<file path="src/dcp_pkg.sv">
// ----------------------------------------------------------------------------
// Drive current protection package
// Shared widths, register indexes and reset values of the protection block.
// ----------------------------------------------------------------------------
package dcp_pkg;

  // Widths of the fixed-format fields
  localparam int unsigned REG_W   = 32;  // rated and peak threshold registers
  localparam int unsigned HEAT_W  = 52;  // heat accumulator and heat level
  localparam int unsigned CFG_IDX_W = 3;

  // Register reset values
  localparam logic [REG_W-1:0] RATED_RST    = 32'd65536;
  localparam logic [REG_W-1:0] PEAK_THR_RST = 32'h8000_0000;
  localparam int unsigned      PEAK_DUR_RST = 1000;
  localparam int unsigned      OVER_DUR_RST = 1000;
  localparam int unsigned      COOL_RST     = 30000;

  localparam logic [HEAT_W-1:0] HEAT_MAX = {HEAT_W{1'b1}};

  // Configuration register indexes
  typedef enum logic [CFG_IDX_W-1:0] {
    CFG_RATED    = 3'd0,
    CFG_PEAK_THR = 3'd1,
    CFG_PEAK_DUR = 3'd2,
    CFG_OVER_DUR = 3'd3,
    CFG_COOL     = 3'd4
  } cfg_idx_e;

  // Handshake status between the queue and its neighbours
  typedef struct packed {
    logic full;
    logic empty;
  } queue_status_t;

endpackage

</file>
<file path="src/dcp_front.sv">
// ----------------------------------------------------------------------------
// Drive current protection front end
// Squares the d and q currents of each accepted tick and forms the magnitude.
// ----------------------------------------------------------------------------
module dcp_front #(
  parameter int unsigned CURRENT_WIDTH = 16
) (
  input  logic                         s_valid_i,
  output logic                         s_ready_o,
  input  logic [CURRENT_WIDTH-1:0]     d_current_i,
  input  logic [CURRENT_WIDTH-1:0]     q_current_i,
  input  dcp_pkg::queue_status_t       q_status_i,
  output logic                         push_o,
  output logic [2*CURRENT_WIDTH-1:0]   mag_o
);

  localparam int unsigned MAG_W = 2 * CURRENT_WIDTH;

  logic signed [MAG_W-1:0] d_sq;
  logic signed [MAG_W-1:0] q_sq;

  // Each square is non-negative and below 2^(MAG_W-2)+1, so the sum fits MAG_W
  assign d_sq = MAG_W'($signed(d_current_i)) * MAG_W'($signed(d_current_i));
  assign q_sq = MAG_W'($signed(q_current_i)) * MAG_W'($signed(q_current_i));
  assign mag_o = MAG_W'($unsigned(d_sq)) + MAG_W'($unsigned(q_sq));

  assign s_ready_o = !q_status_i.full;
  assign push_o    = s_valid_i && !q_status_i.full;

endmodule

</file>
<file path="src/dcp_queue.sv">
// ----------------------------------------------------------------------------
// Drive current protection queue
// Two-entry FIFO of magnitudes between the front end and the back end.
// ----------------------------------------------------------------------------
module dcp_queue #(
  parameter int unsigned DATA_W = 32
) (
  input  logic                    clk_i,
  input  logic                    rst_ni,
  input  logic                    push_i,
  input  logic [DATA_W-1:0]       push_data_i,
  input  logic                    pop_i,
  output logic [DATA_W-1:0]       pop_data_o,
  output dcp_pkg::queue_status_t  status_o
);

  logic [DATA_W-1:0] mem_q [2];
  logic              wr_ptr_q, wr_ptr_d;
  logic              rd_ptr_q, rd_ptr_d;
  logic [1:0]        count_q, count_d;

  assign status_o.full  = (count_q == 2'd2);
  assign status_o.empty = (count_q == 2'd0);
  assign pop_data_o     = mem_q[rd_ptr_q];

  always_comb begin
    wr_ptr_d = wr_ptr_q;
    rd_ptr_d = rd_ptr_q;
    count_d  = count_q;
    if (push_i) begin
      wr_ptr_d = !wr_ptr_q;
    end
    if (pop_i) begin
      rd_ptr_d = !rd_ptr_q;
    end
    if (push_i && !pop_i) begin
      count_d = count_q + 2'd1;
    end else if (!push_i && pop_i) begin
      count_d = count_q - 2'd1;
    end
  end

  always_ff @(posedge clk_i or negedge rst_ni) begin
    if (!rst_ni) begin
      wr_ptr_q <= 1'b0;
      rd_ptr_q <= 1'b0;
      count_q  <= 2'd0;
    end else begin
      wr_ptr_q <= wr_ptr_d;
      rd_ptr_q <= rd_ptr_d;
      count_q  <= count_d;
    end
  end

  always_ff @(posedge clk_i) begin
    if (push_i) begin
      mem_q[wr_ptr_q] <= push_data_i;
    end
  end

endmodule

</file>
<file path="src/dcp_back.sv">
// ----------------------------------------------------------------------------
// Drive current protection back end
// Runs the peak timer, cooling hold and heat accumulator, one tick per cycle
// while its output register can take it, and holds the result there.
// ----------------------------------------------------------------------------
module dcp_back #(
  parameter int unsigned CURRENT_WIDTH = 16,
  parameter int unsigned TIMER_WIDTH   = 20
) (
  input  logic                                  clk_i,
  input  logic                                  rst_ni,
  input  dcp_pkg::queue_status_t                q_status_i,
  input  logic [2*CURRENT_WIDTH-1:0]            mag_i,
  output logic                                  pop_o,
  input  logic [dcp_pkg::REG_W-1:0]             rated_i,
  input  logic [dcp_pkg::REG_W-1:0]             peak_thr_i,
  input  logic [TIMER_WIDTH-1:0]                peak_dur_i,
  input  logic [TIMER_WIDTH-1:0]                cool_ticks_i,
  input  logic [dcp_pkg::REG_W+TIMER_WIDTH-1:0] limit_i,
  output logic                                  out_valid_o,
  input  logic                                  out_ready_i,
  output logic                                  peak_fault_o,
  output logic                                  overload_fault_o,
  output logic [dcp_pkg::HEAT_W-1:0]            heat_level_o,
  output logic [2*CURRENT_WIDTH-1:0]            mag_o
);

  localparam int unsigned MAG_W  = 2 * CURRENT_WIDTH;
  localparam int unsigned HEAT_W = dcp_pkg::HEAT_W;
  localparam int unsigned LIM_W  = dcp_pkg::REG_W + TIMER_WIDTH;
  localparam int unsigned CMP_W  = (MAG_W > dcp_pkg::REG_W) ? MAG_W : dcp_pkg::REG_W;
  localparam int unsigned LC_W   = (LIM_W > HEAT_W) ? LIM_W : HEAT_W;

  logic [TIMER_WIDTH-1:0] peak_time_q, peak_time_d;
  logic [TIMER_WIDTH-1:0] cool_left_q, cool_left_d;
  logic [HEAT_W-1:0]      heat_q, heat_d;
  logic                   out_valid_q;
  logic                   peak_fault_q, peak_fault_d;
  logic                   over_fault_q, over_fault_d;
  logic [HEAT_W-1:0]      level_q, level_d;
  logic [MAG_W-1:0]       mag_q;

  logic [TIMER_WIDTH-1:0] peak_inc;
  logic [HEAT_W:0]        heat_sum;
  logic [HEAT_W:0]        heat_diff;

  assign pop_o = !q_status_i.empty && (!out_valid_q || out_ready_i);

  always_comb begin
    peak_time_d  = peak_time_q;
    cool_left_d  = cool_left_q;
    peak_fault_d = 1'b0;
    peak_inc     = peak_time_q + TIMER_WIDTH'(1);

    // Peak timer: run while above threshold, trigger loads the cooling hold
    if (CMP_W'(mag_i) > CMP_W'(peak_thr_i)) begin
      if (peak_inc >= peak_dur_i) begin
        peak_time_d  = peak_dur_i;
        cool_left_d  = cool_ticks_i;
        peak_fault_d = 1'b1;
      end else begin
        peak_time_d = peak_inc;
      end
    end else begin
      peak_time_d = '0;
    end
    if (!peak_fault_d && (cool_left_q != '0)) begin
      cool_left_d  = cool_left_q - TIMER_WIDTH'(1);
      peak_fault_d = 1'b1;
    end

    // Heat: add the magnitude, drop the rated square, floor at zero, saturate
    heat_sum  = (HEAT_W+1)'(heat_q) + (HEAT_W+1)'(mag_i);
    heat_diff = heat_sum - (HEAT_W+1)'(rated_i);
    if (heat_sum < (HEAT_W+1)'(rated_i)) begin
      level_d = '0;
    end else if (heat_diff[HEAT_W]) begin
      level_d = dcp_pkg::HEAT_MAX;
    end else begin
      level_d = heat_diff[HEAT_W-1:0];
    end

    // Clamp at the overload limit
    if (LC_W'(level_d) >= LC_W'(limit_i)) begin
      heat_d       = HEAT_W'(limit_i);
      over_fault_d = 1'b1;
    end else begin
      heat_d       = level_d;
      over_fault_d = 1'b0;
    end
  end

  always_ff @(posedge clk_i or negedge rst_ni) begin
    if (!rst_ni) begin
      peak_time_q <= '0;
      cool_left_q <= '0;
      heat_q      <= '0;
      out_valid_q <= 1'b0;
    end else begin
      if (pop_o) begin
        peak_time_q <= peak_time_d;
        cool_left_q <= cool_left_d;
        heat_q      <= heat_d;
        out_valid_q <= 1'b1;
      end else if (out_ready_i) begin
        out_valid_q <= 1'b0;
      end
    end
  end

  always_ff @(posedge clk_i) begin
    if (pop_o) begin
      peak_fault_q <= peak_fault_d;
      over_fault_q <= over_fault_d;
      level_q      <= level_d;
      mag_q        <= mag_i;
    end
  end

  assign out_valid_o      = out_valid_q;
  assign peak_fault_o     = peak_fault_q;
  assign overload_fault_o = over_fault_q;
  assign heat_level_o     = level_q;
  assign mag_o            = mag_q;

endmodule

</file>
<file path="src/drive_current_protection_unit.sv">
// ----------------------------------------------------------------------------
// Drive current protection unit
// Peak current timer with cooling hold and I2t overload heat accumulator.
// ----------------------------------------------------------------------------
// Usage:
//   The slave stream carries one monitoring tick per transfer: the d and q
//   currents in signed fixed point. The master stream returns one result per
//   tick: peak fault, overload fault, heat level and the squared magnitude.
//   Configuration registers are written through cfg_we_i / cfg_idx_i /
//   cfg_data_i; the user must do so only while the block is idle, and the
//   block itself does not enforce it. Writes to unknown indexes are dropped.
// Timing:
//   A tick accepted on the slave side is written into the queue, popped when
//   the back end's output register is free or being read, and held there for
//   the master side. One tick is accepted every cycle while the queue is not
//   full; the back end updates its timer and heat state as it pops a tick.
//   The overload limit is a registered product of two registers and follows
//   a register write through the configuration and limit registers.
// Reset:
//   Registers return to their defaults, timers and heat clear, and the
//   two-entry queue and output register empty.
// Stalls:
//   When the receiver holds tready low the result stays on the port and the
//   queue absorbs up to two further ticks before s_axis_tready falls.
// ----------------------------------------------------------------------------
module drive_current_protection_unit #(
  parameter int unsigned CURRENT_WIDTH = 16,
  parameter int unsigned TIMER_WIDTH   = 20
) (
  input  logic                                 clk_i,
  input  logic                                 rst_ni,
  // Slave stream; tdata from bit 0: d_current, q_current, zero fill
  input  logic                                 s_axis_tvalid,
  output logic                                 s_axis_tready,
  input  logic [((2*CURRENT_WIDTH+7)/8)*8-1:0] s_axis_tdata,
  // Master stream; tdata from bit 0: peak_fault, overload_fault, heat_level,
  // magnitude_squared, zero fill
  output logic                                 m_axis_tvalid,
  input  logic                                 m_axis_tready,
  output logic [((2+dcp_pkg::HEAT_W+2*CURRENT_WIDTH+7)/8)*8-1:0] m_axis_tdata,
  // Configuration write port
  input  logic                                 cfg_we_i,
  input  logic [dcp_pkg::CFG_IDX_W-1:0]        cfg_idx_i,
  input  logic [dcp_pkg::REG_W-1:0]            cfg_data_i
);

  localparam int unsigned MAG_W   = 2 * CURRENT_WIDTH;
  localparam int unsigned OUT_FW  = 2 + dcp_pkg::HEAT_W + MAG_W;
  localparam int unsigned OUT_DW  = ((OUT_FW + 7) / 8) * 8;
  localparam int unsigned LIM_W   = dcp_pkg::REG_W + TIMER_WIDTH;

  localparam logic [TIMER_WIDTH-1:0] PEAK_DUR_RST_T = TIMER_WIDTH'(dcp_pkg::PEAK_DUR_RST);
  localparam logic [TIMER_WIDTH-1:0] OVER_DUR_RST_T = TIMER_WIDTH'(dcp_pkg::OVER_DUR_RST);
  localparam logic [TIMER_WIDTH-1:0] COOL_RST_T     = TIMER_WIDTH'(dcp_pkg::COOL_RST);
  localparam logic [LIM_W-1:0]       LIMIT_RST      =
    LIM_W'(dcp_pkg::RATED_RST) * LIM_W'(OVER_DUR_RST_T);

  // Configuration registers
  logic [dcp_pkg::REG_W-1:0] rated_q;
  logic [dcp_pkg::REG_W-1:0] peak_thr_q;
  logic [TIMER_WIDTH-1:0]    peak_dur_q;
  logic [TIMER_WIDTH-1:0]    over_dur_q;
  logic [TIMER_WIDTH-1:0]    cool_ticks_q;
  logic [LIM_W-1:0]          limit_q, limit_d;

  dcp_pkg::queue_status_t    q_status;
  logic                      push;
  logic                      pop;
  logic [MAG_W-1:0]          front_mag;
  logic [MAG_W-1:0]          queue_mag;

  logic                      peak_fault;
  logic                      over_fault;
  logic [dcp_pkg::HEAT_W-1:0] heat_level;
  logic [MAG_W-1:0]          out_mag;

  // Take register writes; unknown indexes fall through to the default arm
  always_ff @(posedge clk_i or negedge rst_ni) begin
    if (!rst_ni) begin
      rated_q      <= dcp_pkg::RATED_RST;
      peak_thr_q   <= dcp_pkg::PEAK_THR_RST;
      peak_dur_q   <= PEAK_DUR_RST_T;
      over_dur_q   <= OVER_DUR_RST_T;
      cool_ticks_q <= COOL_RST_T;
    end else if (cfg_we_i) begin
      case (dcp_pkg::cfg_idx_e'(cfg_idx_i))
        dcp_pkg::CFG_RATED:    rated_q      <= cfg_data_i;
        dcp_pkg::CFG_PEAK_THR: peak_thr_q   <= cfg_data_i;
        dcp_pkg::CFG_PEAK_DUR: peak_dur_q   <= cfg_data_i[TIMER_WIDTH-1:0];
        dcp_pkg::CFG_OVER_DUR: over_dur_q   <= cfg_data_i[TIMER_WIDTH-1:0];
        dcp_pkg::CFG_COOL:     cool_ticks_q <= cfg_data_i[TIMER_WIDTH-1:0];
        default: ;
      endcase
    end
  end

  // Overload limit: rated square times overload duration, held in a register
  assign limit_d = LIM_W'(rated_q) * LIM_W'(over_dur_q);

  always_ff @(posedge clk_i or negedge rst_ni) begin
    if (!rst_ni) begin
      limit_q <= LIMIT_RST;
    end else begin
      limit_q <= limit_d;
    end
  end

  // Front end: square the currents and push the magnitude
  dcp_front #(
    .CURRENT_WIDTH (CURRENT_WIDTH)
  ) u_front (
    .s_valid_i   (s_axis_tvalid),
    .s_ready_o   (s_axis_tready),
    .d_current_i (s_axis_tdata[CURRENT_WIDTH-1:0]),
    .q_current_i (s_axis_tdata[MAG_W-1:CURRENT_WIDTH]),
    .q_status_i  (q_status),
    .push_o      (push),
    .mag_o       (front_mag)
  );

  // Queue between front and back, so either side may stall on its own
  dcp_queue #(
    .DATA_W (MAG_W)
  ) u_queue (
    .clk_i       (clk_i),
    .rst_ni      (rst_ni),
    .push_i      (push),
    .push_data_i (front_mag),
    .pop_i       (pop),
    .pop_data_o  (queue_mag),
    .status_o    (q_status)
  );

  // Back end: timers, heat and the output register
  dcp_back #(
    .CURRENT_WIDTH (CURRENT_WIDTH),
    .TIMER_WIDTH   (TIMER_WIDTH)
  ) u_back (
    .clk_i            (clk_i),
    .rst_ni           (rst_ni),
    .q_status_i       (q_status),
    .mag_i            (queue_mag),
    .pop_o            (pop),
    .rated_i          (rated_q),
    .peak_thr_i       (peak_thr_q),
    .peak_dur_i       (peak_dur_q),
    .cool_ticks_i     (cool_ticks_q),
    .limit_i          (limit_q),
    .out_valid_o      (m_axis_tvalid),
    .out_ready_i      (m_axis_tready),
    .peak_fault_o     (peak_fault),
    .overload_fault_o (over_fault),
    .heat_level_o     (heat_level),
    .mag_o            (out_mag)
  );

  // Pack the result; zero fill up to whole bytes
  assign m_axis_tdata = OUT_DW'({out_mag, heat_level, over_fault, peak_fault});

endmodule

</file>
<file path="config.mk">
export PLATFORM = sky130hd
export DESIGN_NAME = drive_current_protection_unit
export DESIGN_NICKNAME = d
export VERILOG_FILES = /design/src/dcp_pkg.sv /design/src/dcp_front.sv /design/src/dcp_queue.sv /design/src/dcp_back.sv /design/src/drive_current_protection_unit.sv
export SDC_FILE = /design/constraint.sdc
export NUM_CORES = 2
export LEC_CHECK = 0
export ABC_AREA = 1
export BUFFER_PORTS_ARGS = -buffer_cell sky130_fd_sc_hd__buf_2
export CAP_MARGIN = 20
export CORE_ASPECT_RATIO = 1.25
export CORE_MARGIN = 1
export CORE_UTILIZATION = 55
export CTS_CLUSTER_DIAMETER = 30
export CTS_CLUSTER_SIZE = 24
export DETAILED_ROUTE_END_ITERATION = 7
export PLACE_DENSITY_LB_ADDON = 0.05
export SLEW_MARGIN = 5
export SYNTH_ARGS = -nofsm -noshare
export SYNTH_HDL_FRONTEND = slang
export SYNTH_SLANG_ARGS = --single-unit
</file>
<file path="constraint.sdc">
create_clock -name clk_i -period 8.7 [get_ports clk_i]
set_input_delay 1.305 -clock clk_i [delete_from_list [all_inputs] [get_ports clk_i]]
set_output_delay 1.305 -clock clk_i [all_outputs]
set_load 0.01 [all_outputs]
</file>
==> impl_metrics.yaml <==
run_status:
  status: "finished clean"
sta:
  rsz0062_at_grt: "no"
  setup_tns_ps: 0
  drv_slew: 0
  finalHoldViolations: 0
  slew_headroom_pct: 29.7
  tightest_slew_ps: 1060
  fin_crit_sh_pct: 95.4
  finalSetupViolCount: 0
  skew_ps: 50.7
  post-route-min-period_ps: 8300
  clock.fmax_mhz: 120
synth:
  synth.area.mux_share_pct: 0
  syn_area_um2: 64300
  yosys.area_share.simple_pct: 17.2
  async_reset_ff_share_pct: 64.5
  yosysMostFrequentCell: "inv_1"
  synth_top_family_by_area: "adder cells"
  ys_seq_area_share_pct: 17.7
  synth_compound_area_share_pct: 5.77
  synth_flop_cell: "dfrtp_1"
  synth_common_cells: "2059 x inv_1, 2014 x nand2_1, 1062 x fa_1, 481 x ha_1, 272 x a21oi_1"
  yosysWarnings: 0
  netlist.area_leader.share_pct: 33.1
  synth_xor_area_share_pct: 2.85
  syn_area_per_cell_um2: 8.16
  synthAdderAreaFrac_pct: 42.4
  synth_area_leader_cell: "fa_1"
  synth_cell_types: 60
  synth_area_leaders: "fa_1 33%, inv_1 12%, nand2_1 12%, dfrtp_1 9.6%, ha_1 9.4%"
  synth.ff_latch_count: 423
  synth_cells: 7873
  synth_edf_count: 150
worst_hold_path:
  hp-class: "flop to flop"
routing:
  ant_nets: 0
  wl_per_cell_um: 20.6
  routed_wl_um: 197000
  drc_errors: 0
  via_count: 50304
  drt_iter0_drc: 3600
  vias_per_cell: 5.25
  first_pass_iters: 6
critical_path:
  cp_max_fo: 28
  crit_path_end_kind: "flop"
  max_stage_delay_ps: 450
  worstSetupPathType: "flop to flop"
  crit_top_cell: "nand2_1"
  arrival_ps: 8830
  required_ps: 9230
  crit_slowest_cell: "a221oi_1"
  critical-path-top-delay-family: "simple AND/OR/NAND/NOR gates"
  worstSetupStartpointType: "flop"
  critPathBufInv: 11
cts:
  clk_path_buf_depth: 3
  clk_root_buffer_cell: "clkbuf_16"
  cts_buffers: 69
  cts.clk_slew.worst_paths_ps: 50
  htreeDepth: 3
  clk_latency_ps: 650
  cts_sinks: 423
  cts_setup_buffers: 0
  tritoncts: "yes"
place:
  dpl.hpwl_um: 167000
  io_buffer_count: 159
  gp_congestion: 1.01
grt:
  grt_usage_pct: 34.6
  grt_pass1_vias: 53272
  antenna_found_initial: 9
  grt_overflow: 0
  grt_max_degree: 95
  grt_first_pass_wirelength_um: 308000
die:
  io_pins: 162
  dieWidth_um: 308
  fp.dieH_um: 384
  die_area_um2: 118000
  rows: 139
  core_um2: 115000
  start_util_pct: 55.7
finish:
  area_delta_synth_final_pct: 8.12
  drive_above_1_share_pct: 8.36
  nFillCells: 10636
  finalNetCount: 9588
flow_run:
  drv_cap: 0
-- path summary, 6_finish.rpt --
kind,cells past startpoint,endpoint,start,slack (ps)
max,45,u_back.heat_q[39],u_queue.rd_ptr_q,400
min,2,peak_dur_q[17],peak_dur_q[17],490
max reg2reg,45,u_back.heat_q[39],u_queue.rd_ptr_q,400
min reg2reg,2,peak_dur_q[17],peak_dur_q[17],490
max in group asynchronous,2,limit_q[47],rst_ni,6600
min in group asynchronous,1,u_back.peak_time_q[12],rst_ni,680
-- worst register-to-register path: cells and delay by family (launching register included) --
family	cells	cell delay, ps
and+or+nand+nor	25	3300
adders and majority gates	3	1040
xor gates and xnor gates	1	210
AOI/OAI and AO/OA	5	1520
buffers and inverters	11	1760
DFF	1	380
-- layer usage --
metal  wire [um]  vias to the layer above  track usage (%)
met1       82100                    24922             45.2
met3       11700                      383             4.41
met4        9970                       10             15.4
met5          64                        -                0
met2       93200                     1618             57.8
li1            -                    23371                -
-- through the flow --
stage / setup WS [ps] / cell area [um^2] / cells / util [%] / hold WS, ps
after floorplan: 544 / 64300 / 7874 / - / 446
after global placement: 339 / 67000 / 9452 / 58.1 / 459
after detailed placement: 303 / 67000 / 9452 / 58.1 / 473
after CTS: 482 / 69400 / 9579 / 60.2 / 486
after global routing: 50.8 / 69500 / 9581 / 60.3 / 503
final: 398 / 69500 / 9581 / 60.3 / 485
-- cells in the final DEF (no fill, tap or decap), drive strengths merged, types with 129 or more instances in the layout --
cell type / synthesis / final
a21oi: 276 / 276
nand2: 2137 / 2137
nor2: 287 / 287
o21ai: 234 / 234
xor2: 129 / 129
dfrtp: 246 / 246
inv: 2066 / 2083
buf: 52 / 315
edfxtp: 150 / 150
fa: 1062 / 1062
ha: 481 / 481
-- area by class of cell --
| type | count | area (um^2) | area share (%) |
|---|---|---|---|
| multi-input combinational | 5096 | 43900 | 63.2 |
| inverter | 2068 | 7760 | 11.2 |
| clock inverter | 46 | 559 | 0.805 |
| timing repair buffer | 315 | 2100 | 3.02 |
| sequential | 423 | 11400 | 16.4 |
| antenna | 1 | 2.50 | 0.00360 |
| tap | 1551 | 1940 | 2.79 |
| clock buffer | 81 | 1840 | 2.65 |
-- flip-flops by register name, summed over array words and instances, names as in the netlist, 2 cells and up --
signal               count
u_queue.mem_q           64
limit_q                 52
u_back.heat_level_o     52
u_back.heat_q           52
peak_thr_q              32
rated_q                 32
u_back.mag_o            32
cool_ticks_q            20
over_dur_q              20
peak_dur_q              20
u_back.cool_left_q      20
u_back.peak_time_q      20
u_queue.count_q          2
-- repair_timing --
action,in CTS,in global routing
resized for setup,0,1
hold buffers,0,0
setup endpoints to repair,0,3
-- kinds of logic (layout without fill, tap and decap cells) --
| family | count (synthesis) | after routing |
|---|---|---|
| and+or+nand+nor | 2677 | 2677 |
| other | 1 | 3 |
| DFF | 423 | 423 |
| AOI/OAI and AO/OA | 665 | 665 |
| xor gates and xnor gates | 209 | 209 |
| adders and majority gates | 1543 | 1543 |
| buffers and inverters | 2355 | 2510 |
Power is not shown: default switching activity piles up to over one toggle a cycle in this logic, so the estimate is an artifact.
